**config.mk**
```make
export PLATFORM = sky130hd
export DESIGN_NAME = indexed_list_store_flat
export DESIGN_NICKNAME = d
export VERILOG_FILES = /design/src/rtl/ils_pkg.sv /design/src/rtl/ils_if.sv /design/src/rtl/ils_cell.sv /design/src/rtl/indexed_list_store.sv /design/src/flat_wrapper.sv
export SDC_FILE = /design/constraint.sdc
export NUM_CORES = 2
export LEC_CHECK = 0
export ABC_CLOCK_PERIOD_IN_PS = 10400
export BUFFER_PORTS_ARGS = -buffer_cell sky130_fd_sc_hd__buf_2
export CAP_MARGIN = 20
export CORE_UTILIZATION = 45
export DETAILED_ROUTE_END_ITERATION = 16
export SYNTH_ARGS = -nofsm -noshare
export SYNTH_HDL_FRONTEND = slang
export SYNTH_SLANG_ARGS = --single-unit
```
**constraint.sdc**
```tcl
create_clock -name i_clk -period 10.4 [get_ports i_clk]
set_clock_uncertainty 0.15 [all_clocks]
set_input_delay 3.12 -clock i_clk [delete_from_list [all_inputs] [get_ports i_clk]]
set_output_delay 3.12 -clock i_clk [all_outputs]
set_load 0.03 [all_outputs]
```
**src/rtl/ils_pkg.sv**
```systemverilog
`default_nettype none

package ils_pkg;

    // field widths of the channels
    localparam int OP_W       = 4;
    localparam int VALUE_W    = 32;
    localparam int POSITION_W = 8;
    localparam int STATUS_W   = 2;
    localparam int LENGTH_W   = 5;

    // default store depth and width of the cell command position (covers depth 1024)
    localparam int CAP_DEFAULT = 16;
    localparam int POS_W       = 11;

    typedef enum logic [OP_W-1:0] {
        OP_PUSH_FRONT = 4'd0,
        OP_PUSH_BACK  = 4'd1,
        OP_INSERT_AT  = 4'd2,
        OP_POP_FRONT  = 4'd3,
        OP_POP_BACK   = 4'd4,
        OP_REMOVE_AT  = 4'd5,
        OP_NEXT       = 4'd6,
        OP_PREV       = 4'd7,
        OP_DUMP       = 4'd8,
        OP_DUMP_REV   = 4'd9
    } t_op;

    typedef enum logic [STATUS_W-1:0] {
        STAT_OK    = 2'd0,
        STAT_FULL  = 2'd1,
        STAT_EMPTY = 2'd2,
        STAT_NONE  = 2'd3
    } t_status;

    typedef enum logic [1:0] {
        S_IDLE,
        S_EXEC,
        S_DUMP
    } t_state;

    // shift command broadcast to every cell
    typedef struct packed {
        logic             en;   // update this cycle
        logic             ins;  // 1: open a slot at pos, 0: close the slot at pos
        logic [POS_W-1:0] pos;
    } t_cell_cmd;

endpackage

`default_nettype wire

```
**src/rtl/ils_if.sv**
```systemverilog
`default_nettype none

// request channel
interface ils_in_if
    import ils_pkg::*;
();
    logic                         valid;
    logic                         ready;
    logic [OP_W-1:0]              op;
    logic signed [VALUE_W-1:0]    value;
    logic [POSITION_W-1:0]        position;

    modport source (output valid, output op, output value, output position, input ready);
    modport sink   (input valid, input op, input value, input position, output ready);
endinterface

// result channel
interface ils_out_if
    import ils_pkg::*;
();
    logic                         valid;
    logic                         ready;
    logic signed [VALUE_W-1:0]    word;
    logic [STATUS_W-1:0]          status;
    logic [LENGTH_W-1:0]          length;
    logic                         last;

    modport source (output valid, output word, output status, output length, output last,
                    input ready);
    modport sink   (input valid, input word, input status, input length, input last,
                    output ready);
endinterface

`default_nettype wire

```
**src/rtl/ils_cell.sv**
```systemverilog
`default_nettype none

// One slot of the store. Takes its left neighbor on insert, its right
// neighbor on removal, the new word when it is the insert slot.
module ils_cell
    import ils_pkg::*;
#(
    parameter int IDX = 0
) (
    input  wire logic                      i_clk,
    input  wire t_cell_cmd                 i_cmd,
    input  wire logic signed [VALUE_W-1:0] i_value,
    input  wire logic signed [VALUE_W-1:0] i_left,
    input  wire logic signed [VALUE_W-1:0] i_right,
    output logic signed [VALUE_W-1:0]      o_word
);

    localparam logic [POS_W-1:0] MY_IDX = POS_W'(IDX);

    logic signed [VALUE_W-1:0] r_word;

    // payload only, no reset
    always_ff @(posedge i_clk) begin
        if (i_cmd.en) begin
            if (i_cmd.ins) begin
                if (MY_IDX > i_cmd.pos) begin
                    r_word <= i_left;
                end else if (MY_IDX == i_cmd.pos) begin
                    r_word <= i_value;
                end
            end else if (MY_IDX >= i_cmd.pos) begin
                r_word <= i_right;
            end
        end
    end

    assign o_word = r_word;

endmodule

`default_nettype wire

```
**src/rtl/indexed_list_store.sv**
```systemverilog
// Ordered store built as a row of shifting cells.
// Results are registered: a taken request moves the sequencer from idle to exec, and
// exec loads the result into the output register; a dump goes from exec to the dump
// state, which gives one entry per cycle while the output is not stalled. The sequencer
// takes one request at a time and accepts the next only after the last result is loaded.
// Reset (synchronous, active low) empties the store; cell contents are not cleared.
`default_nettype none

module indexed_list_store
    import ils_pkg::*;
#(
    parameter int CAPACITY = CAP_DEFAULT
) (
    input  wire logic  i_clk,
    input  wire logic  i_rst_n,
    ils_in_if.sink     i_in,
    ils_out_if.source  o_out
);

    localparam int CW    = $clog2(CAPACITY + 1);
    localparam int IW    = $clog2(CAPACITY);
    localparam int CMP_W = (CW > POSITION_W + 1) ? CW : POSITION_W + 1;
    localparam logic [CW-1:0] CAP_C = CW'(CAPACITY);

    t_state                    r_state, n_state;
    logic [CW-1:0]             r_count, n_count;
    logic [CW-1:0]             r_idx,   n_idx;
    logic [OP_W-1:0]           r_op;
    logic signed [VALUE_W-1:0] r_value;
    logic [POSITION_W-1:0]     r_pos;

    logic                      r_o_valid, n_o_valid;
    logic signed [VALUE_W-1:0] r_o_word,  n_o_word;
    t_status                   r_o_status, n_o_status;
    logic [LENGTH_W-1:0]       r_o_length, n_o_length;
    logic                      r_o_last,  n_o_last;

    t_cell_cmd                 w_cmd;
    logic signed [VALUE_W-1:0] w_cells [CAPACITY];
    logic [IW-1:0]             w_rd_idx;
    logic signed [VALUE_W-1:0] w_rd_word;
    logic [CMP_W-1:0]          w_pe, w_ce, w_ins_pos;
    logic                      w_slot_free, w_in_acc, w_load, w_dump_last;

    assign w_in_acc    = i_in.valid && i_in.ready;
    assign w_slot_free = !r_o_valid || o_out.ready;
    assign w_pe        = CMP_W'(r_pos);
    assign w_ce        = CMP_W'(r_count);
    assign w_ins_pos   = (w_pe > w_ce) ? w_ce : w_pe;
    assign w_dump_last = (r_idx == r_count - CW'(1));
    assign w_rd_word   = w_cells[w_rd_idx];

    // row of cells
    for (genvar g = 0; g < CAPACITY; g++) begin : g_cell
        logic signed [VALUE_W-1:0] w_left, w_right;
        if (g == 0) begin : g_first
            assign w_left = '0;
        end else begin : g_mid_l
            assign w_left = w_cells[g-1];
        end
        if (g == CAPACITY - 1) begin : g_end
            assign w_right = '0;
        end else begin : g_mid_r
            assign w_right = w_cells[g+1];
        end
        ils_cell #(.IDX(g)) u_cell (
            .i_clk   (i_clk),
            .i_cmd   (w_cmd),
            .i_value (r_value),
            .i_left  (w_left),
            .i_right (w_right),
            .o_word  (w_cells[g])
        );
    end

    // read address: query neighbor or dump walk
    always_comb begin
        w_rd_idx = '0;
        if (r_state == S_DUMP) begin
            if (r_op == OP_DUMP) begin
                w_rd_idx = IW'(r_idx);
            end else begin
                w_rd_idx = IW'(r_count - CW'(1) - r_idx);
            end
        end else if (r_op == OP_NEXT) begin
            w_rd_idx = IW'(w_pe + CMP_W'(1));
        end else begin
            w_rd_idx = IW'(w_pe - CMP_W'(1));
        end
    end

    // sequencer: next state, cell command and result
    always_comb begin
        n_state    = r_state;
        n_count    = r_count;
        n_idx      = r_idx;
        w_cmd      = '0;
        w_load     = 1'b0;
        n_o_word   = '0;
        n_o_status = STAT_OK;
        n_o_last   = 1'b1;
        i_in.ready = 1'b0;

        unique case (r_state)
            S_IDLE: begin
                i_in.ready = 1'b1;
                if (i_in.valid) begin
                    n_state = S_EXEC;
                end
            end
            S_EXEC: begin
                if ((r_op == OP_DUMP || r_op == OP_DUMP_REV) && r_count != '0) begin
                    n_idx   = '0;
                    n_state = S_DUMP;
                end else if (w_slot_free) begin
                    w_load  = 1'b1;
                    n_state = S_IDLE;
                    case (r_op) inside
                        OP_PUSH_FRONT, OP_PUSH_BACK, OP_INSERT_AT: begin
                            if (r_count >= CAP_C) begin
                                n_o_status = STAT_FULL;
                            end else begin
                                w_cmd.en  = 1'b1;
                                w_cmd.ins = 1'b1;
                                if (r_op == OP_PUSH_FRONT) begin
                                    w_cmd.pos = '0;
                                end else if (r_op == OP_PUSH_BACK) begin
                                    w_cmd.pos = POS_W'(r_count);
                                end else begin
                                    w_cmd.pos = POS_W'(w_ins_pos);
                                end
                                n_count = r_count + CW'(1);
                            end
                        end
                        OP_POP_FRONT, OP_POP_BACK, OP_REMOVE_AT: begin
                            if (r_count == '0 || (r_op == OP_REMOVE_AT && w_pe >= w_ce)) begin
                                n_o_status = STAT_EMPTY;
                            end else begin
                                w_cmd.en = 1'b1;
                                if (r_op == OP_POP_FRONT) begin
                                    w_cmd.pos = '0;
                                end else if (r_op == OP_POP_BACK) begin
                                    w_cmd.pos = POS_W'(r_count - CW'(1));
                                end else begin
                                    w_cmd.pos = POS_W'(w_pe);
                                end
                                n_count = r_count - CW'(1);
                            end
                        end
                        OP_NEXT: begin
                            if (w_pe + CMP_W'(1) < w_ce) begin
                                n_o_word = w_rd_word;
                            end else begin
                                n_o_status = STAT_NONE;
                            end
                        end
                        OP_PREV: begin
                            if (w_pe != '0 && w_pe < w_ce) begin
                                n_o_word = w_rd_word;
                            end else begin
                                n_o_status = STAT_NONE;
                            end
                        end
                        OP_DUMP, OP_DUMP_REV: begin
                            n_o_status = STAT_EMPTY;
                        end
                        default: begin
                            // undefined codes: plain ok result
                        end
                    endcase
                end
            end
            S_DUMP: begin
                if (w_slot_free) begin
                    w_load   = 1'b1;
                    n_o_word = w_rd_word;
                    n_o_last = w_dump_last;
                    n_idx    = r_idx + CW'(1);
                    if (w_dump_last) begin
                        n_state = S_IDLE;
                    end
                end
            end
            default: begin
                n_state = S_IDLE;
            end
        endcase

        n_o_length = LENGTH_W'(n_count);
        if (w_load) begin
            n_o_valid = 1'b1;
        end else if (o_out.ready) begin
            n_o_valid = 1'b0;
        end else begin
            n_o_valid = r_o_valid;
        end
    end

    // control registers
    always_ff @(posedge i_clk) begin
        if (!i_rst_n) begin
            r_state   <= S_IDLE;
            r_count   <= '0;
            r_idx     <= '0;
            r_o_valid <= 1'b0;
        end else begin
            r_state   <= n_state;
            r_count   <= n_count;
            r_idx     <= n_idx;
            r_o_valid <= n_o_valid;
        end
    end

    // request capture and result payload
    always_ff @(posedge i_clk) begin
        if (w_in_acc) begin
            r_op    <= i_in.op;
            r_value <= i_in.value;
            r_pos   <= i_in.position;
        end
        if (w_load) begin
            r_o_word   <= n_o_word;
            r_o_status <= n_o_status;
            r_o_length <= n_o_length;
            r_o_last   <= n_o_last;
        end
    end

    assign o_out.valid  = r_o_valid;
    assign o_out.word   = r_o_word;
    assign o_out.status = r_o_status;
    assign o_out.length = r_o_length;
    assign o_out.last   = r_o_last;

`ifndef SYNTH
    // store never holds more than its depth
    a_count_cap: assert property (@(posedge i_clk) disable iff (!i_rst_n)
        r_count <= CAP_C) else $error("entry count above capacity");

    // a dump walk stays inside the filled slots
    a_dump_idx: assert property (@(posedge i_clk) disable iff (!i_rst_n)
        (r_state == S_DUMP) |-> (r_idx < r_count)) else $error("dump index out of range");

    // a taken transaction is worked on in the next cycle
    a_accept_exec: assert property (@(posedge i_clk) disable iff (!i_rst_n)
        w_in_acc |=> (r_state == S_EXEC)) else $error("accepted request not executed");

    // one operation moves the count by at most one
    a_count_step: assert property (@(posedge i_clk) disable iff (!i_rst_n)
        $past(i_rst_n) |-> (r_count == $past(r_count) ||
                            r_count == $past(r_count) + CW'(1) ||
                            r_count + CW'(1) == $past(r_count)))
        else $error("entry count jumped");
`endif

endmodule

`default_nettype wire
```
**src/flat_wrapper.sv**
```systemverilog
// flat-port wrapper written by rule: the top's interface ports become plain ports
module indexed_list_store_flat import ils_pkg::*;
#(
    parameter int CAPACITY = CAP_DEFAULT
)
  (i_clk, i_rst_n, i_in_valid, i_in_op, i_in_value, i_in_position, i_in_ready, o_out_valid, o_out_word, o_out_status, o_out_length, o_out_last, o_out_ready);
  ils_in_if i_in_i ();
  ils_out_if o_out_i ();
  input  wire logic i_clk;
  input  wire logic i_rst_n;
  input wire logic [$bits(i_in_i.valid)-1:0] i_in_valid;
  input wire logic [$bits(i_in_i.op)-1:0] i_in_op;
  input wire logic [$bits(i_in_i.value)-1:0] i_in_value;
  input wire logic [$bits(i_in_i.position)-1:0] i_in_position;
  output wire logic [$bits(i_in_i.ready)-1:0] i_in_ready;
  output wire logic [$bits(o_out_i.valid)-1:0] o_out_valid;
  output wire logic [$bits(o_out_i.word)-1:0] o_out_word;
  output wire logic [$bits(o_out_i.status)-1:0] o_out_status;
  output wire logic [$bits(o_out_i.length)-1:0] o_out_length;
  output wire logic [$bits(o_out_i.last)-1:0] o_out_last;
  input wire logic [$bits(o_out_i.ready)-1:0] o_out_ready;
  assign i_in_i.valid = i_in_valid;
  assign i_in_i.op = i_in_op;
  assign i_in_i.value = i_in_value;
  assign i_in_i.position = i_in_position;
  assign i_in_ready = i_in_i.ready;
  assign o_out_valid = o_out_i.valid;
  assign o_out_word = o_out_i.word;
  assign o_out_status = o_out_i.status;
  assign o_out_length = o_out_i.length;
  assign o_out_last = o_out_i.last;
  assign o_out_i.ready = o_out_ready;
  indexed_list_store #(.CAPACITY(CAPACITY)) u_core (.i_clk(i_clk), .i_rst_n(i_rst_n), .i_in(i_in_i), .o_out(o_out_i));
endmodule
```
==> run metrics <==
Syn Std Cell Area=35430 um^2; FF-to-FF End=u_core.g_cell[1].u_cell.o_word[31]$_DFFE_PP_; XOR/XNOR share of the synthesized area=0.004944; warnings from Yosys=0; Fin Setup TNS=0 ps; row cnt=102; Total Power=just over 6 mW; final worst slack=approximately 2700 ps; Yosys reg bits=roughly 610; Hold Path Depth=2; DP Wirelength=66.59 mm; Final Hold Fails=0; Post-CTS Setup Inserts=0; Syn Nets=3342; initial DRC count=~2.9k; initial antenna violation count=4; first drt pass iteration count=6; Port Buffers=89; Starting Density=0.4559; main area contributors after synthesis=edfxtp_1 (51%), mux2i_1 (19%), nand2_1 (6.7%); global-route usage over all layers=0.2864; Max-slew headroom=0.1739; FMAX=129.0 MHz; top cell type's share of synthesized area=0.5051; htree depth=3; Layout Nets=3252; Worst Hold Class=flop to flop; Post-route DRC=0; Setup WS pre-CTS=2121 ps; Die Wd=282.6 um; area grow syn2layout=9.440%; # IOs=90; simple-gate share of the synthesized area=0.1346; Post-synth ARST share=0; vias per inst=approximately 6.4; Worst setup EP type=flop; post-synthesis cell type count=between 80 and 90; CORE AREA=between 70000 and 80000 um^2; cts bufs inserted=74; post-CTS sizing=0; vias in the first global route=26.75k; status=complete, no violations; Arr. time, crit path=approximately 7900 ps; overall routed net length=roughly 110 mm; clk root buf=clkbuf_16; clock sink count=609; pins over their slew limit=0; FF-to-FF Start=u_core.r_count[2]$_SDFF_PN0_; number of hold buffers added after CTS=0; data required time of the critical path=between 10000 and 15000 ps; hold path startpoint=u_core.r_state[1]$_SDFFE_PN0P_; Slew @ Worst Pin=between 1000 and 1500 ps; antenna viol nets, final=0; Max VDD drop=0.0001036 V; clock buffer depth=3; drt wl/cell=26.83 um; via count=27.34k; R2R depth=9; global-route wire length before repair=between 150 and 200 mm; Top FF cell, synth=edfxtp_1; static leakage=14.35 nW; CP Launch Type=input pin; layout cells sized above 1=0.09434; final setup vio count=0; worst skew pair latency=630 ps; adder-cell share of the synthesized area=0.008334; Mean Syn Cell Area=10.83 um^2; largest family of logic cells by synthesized area=multiplexers; GP Congestion=0.8621; largest fanout on the critical path=34; Layout Utilization=0.4989; Die Footprint=about 80000 um^2; Final min period=7749 ps; Post-synth EDFFs=596; Hold Path End=u_core.r_state[1]$_SDFFE_PN0P_; fin crit share=0.7451; Die Ht=around 280 um; Mapped Cells=3271; GR Overflow Total=0; biggest area consumer among synthesized cells=edfxtp_1; mux cell area share after synthesis=0.1903; sequential fraction of the synthesis area=0.5125; Synth Area in Compound Gates=0.1069; Crit Path Category=input pin to flop; largest net degree at the start of global routing=around 230; r2r setup slk=4190 ps; TritonCTS clock tree=yes; pwr dens=158.8 nW/um^2; max_cap viols=0; RSZ-0062 raised after global routing=no; Worst-path clk slew=50 ps
-- worst max-delay path: stages --
cell and delay [ps]:
buf_2 100, nor2b_1 660, a211o_1 460, nor3_2 150, a211oi_2 900, and3_2 1160
and2_2 1070, o211ai_1 250
-- metrics by stage --
stage               hold slack (ps)  instance area (um^2)  std cells
floorplan                     307.8                 35430       3271
global placement              319.8                 36500       4141
detailed placement            342.8                 36580       4144
CTS                           355.4                 38740       4272
global route                  389.8                 38770       4273
finish                        354.0                 38770       4275
-- per-layer routing --
| metal | vias up | track usage | part of all wire |
|---|---|---|---|
| li1 | 12152 | - | - |
| met1 | 13659 | 0.3976 | 0.43 |
| met2 | 1291 | 0.4506 | 0.46 |
| met3 | 233 | 0.04881 | 0.078 |
| met4 | 2 | 0.1003 | 0.034 |
| met5 | - | 0 | 0.00012 |
-- report_power, final --
group	internal, mW	leakage, nW	switching (mW)
Clock	1.35	1.05	1.05
Combinational	0.305	7.75	0.555
Sequential	2.81	5.55	0.0897
Total	4.47	14.4	1.69
-- cells in the mapped netlist, types with 36 or more instances --
| cell | n |
|---|---|
| mux2i_1 | 668 |
| nand2_1 | 632 |
| edfxtp_1 | 596 |
| clkbuf_1 | 194 |
| o211ai_1 | 194 |
| nand4_1 | 167 |
| o21ai_0 | 140 |
| nor2_1 | 127 |
| buf_2 | 76 |
| a31oi_1 | 66 |
| a21oi_1 | 49 |
| o21ai_1 | 36 |
-- kinds of logic (layout without fill, tap and decap cells) --
group                    after synthesis  after routing
AND/OR/NAND/NOR                     1043           1043
multiplexers                         671            671
flip-flops                           609            609
AO/OA/AOI/OAI                        575            575
buffers and inverters                330            292
adder cells (fa/ha/maj)               23             23
XOR/XNOR                              20             20
other                                  0              2
-- layout make-up --
class | count | area (um^2)
Fill cell | 6942 | 38950
Sequential cell | 609 | 18160
Multi-Input combinational cell | 2332 | 16070
Clock buffer | 94 | 1969
Tap cell | 1040 | 1301
Timing Repair Buffer | 145 | 1008
Clock inverter | 34 | 188.9
Inverter | 19 | 71.32
Antenna cell | 2 | 5.005
-- sequential cells by signal, indices dropped and copies added, names as in the netlist --
| register | flops |
|---|---|
| u_core.r_pos | 8 |
| u_core.r_state | 2 |
| u_core.o_out.status | 2 |
| u_core.o_out.length | 5 |
| u_core.r_value | 32 |
| u_core.r_count | 5 |
| u_core.g_cell.u_cell.o_word | 512 |
| u_core.o_out.last | 1 |
| u_core.r_idx | 5 |
| u_core.r_op | 4 |
| u_core.o_out.valid | 1 |
| u_core.o_out.word | 32 |
-- cells in the final DEF (no fill, tap or decap), types with 21 or more instances in the layout --
cell,synthesis,final
a21oi_1,49,47
a31oi_1,66,65
buf_2,76,89
buf_4,15,47
clkbuf_16,0,76
clkinv_1,0,21
edfxtp_1,596,596
ha_1,22,22
mux2i_1,668,668
nand2_1,632,631
nand4_1,167,167
nand4b_1,32,32
nor2_1,127,118
o211ai_1,194,194
o21ai_0,140,138
o21ai_1,36,34
o22ai_1,32,31
-- worst max path at each step --
stage                                                    to  cells past startpoint        start
6_report       u_core.g_cell[1].u_cell.o_word[31]$_DFFE_PP_                      8  o_out_ready
5_1_grt        u_core.g_cell[1].u_cell.o_word[31]$_DFFE_PP_                      8  o_out_ready
4_1_cts        u_core.g_cell[1].u_cell.o_word[31]$_DFFE_PP_                      8  o_out_ready
3_5_place_dp   u_core.g_cell[1].u_cell.o_word[31]$_DFFE_PP_                      8  o_out_ready
3_3_place_gp   u_core.g_cell[9].u_cell.o_word[15]$_DFFE_PP_                      9  o_out_ready
2_1_floorplan   u_core.g_cell[8].u_cell.o_word[0]$_DFFE_PP_                     10  o_out_ready
Power figures use the tool's default switching activity.
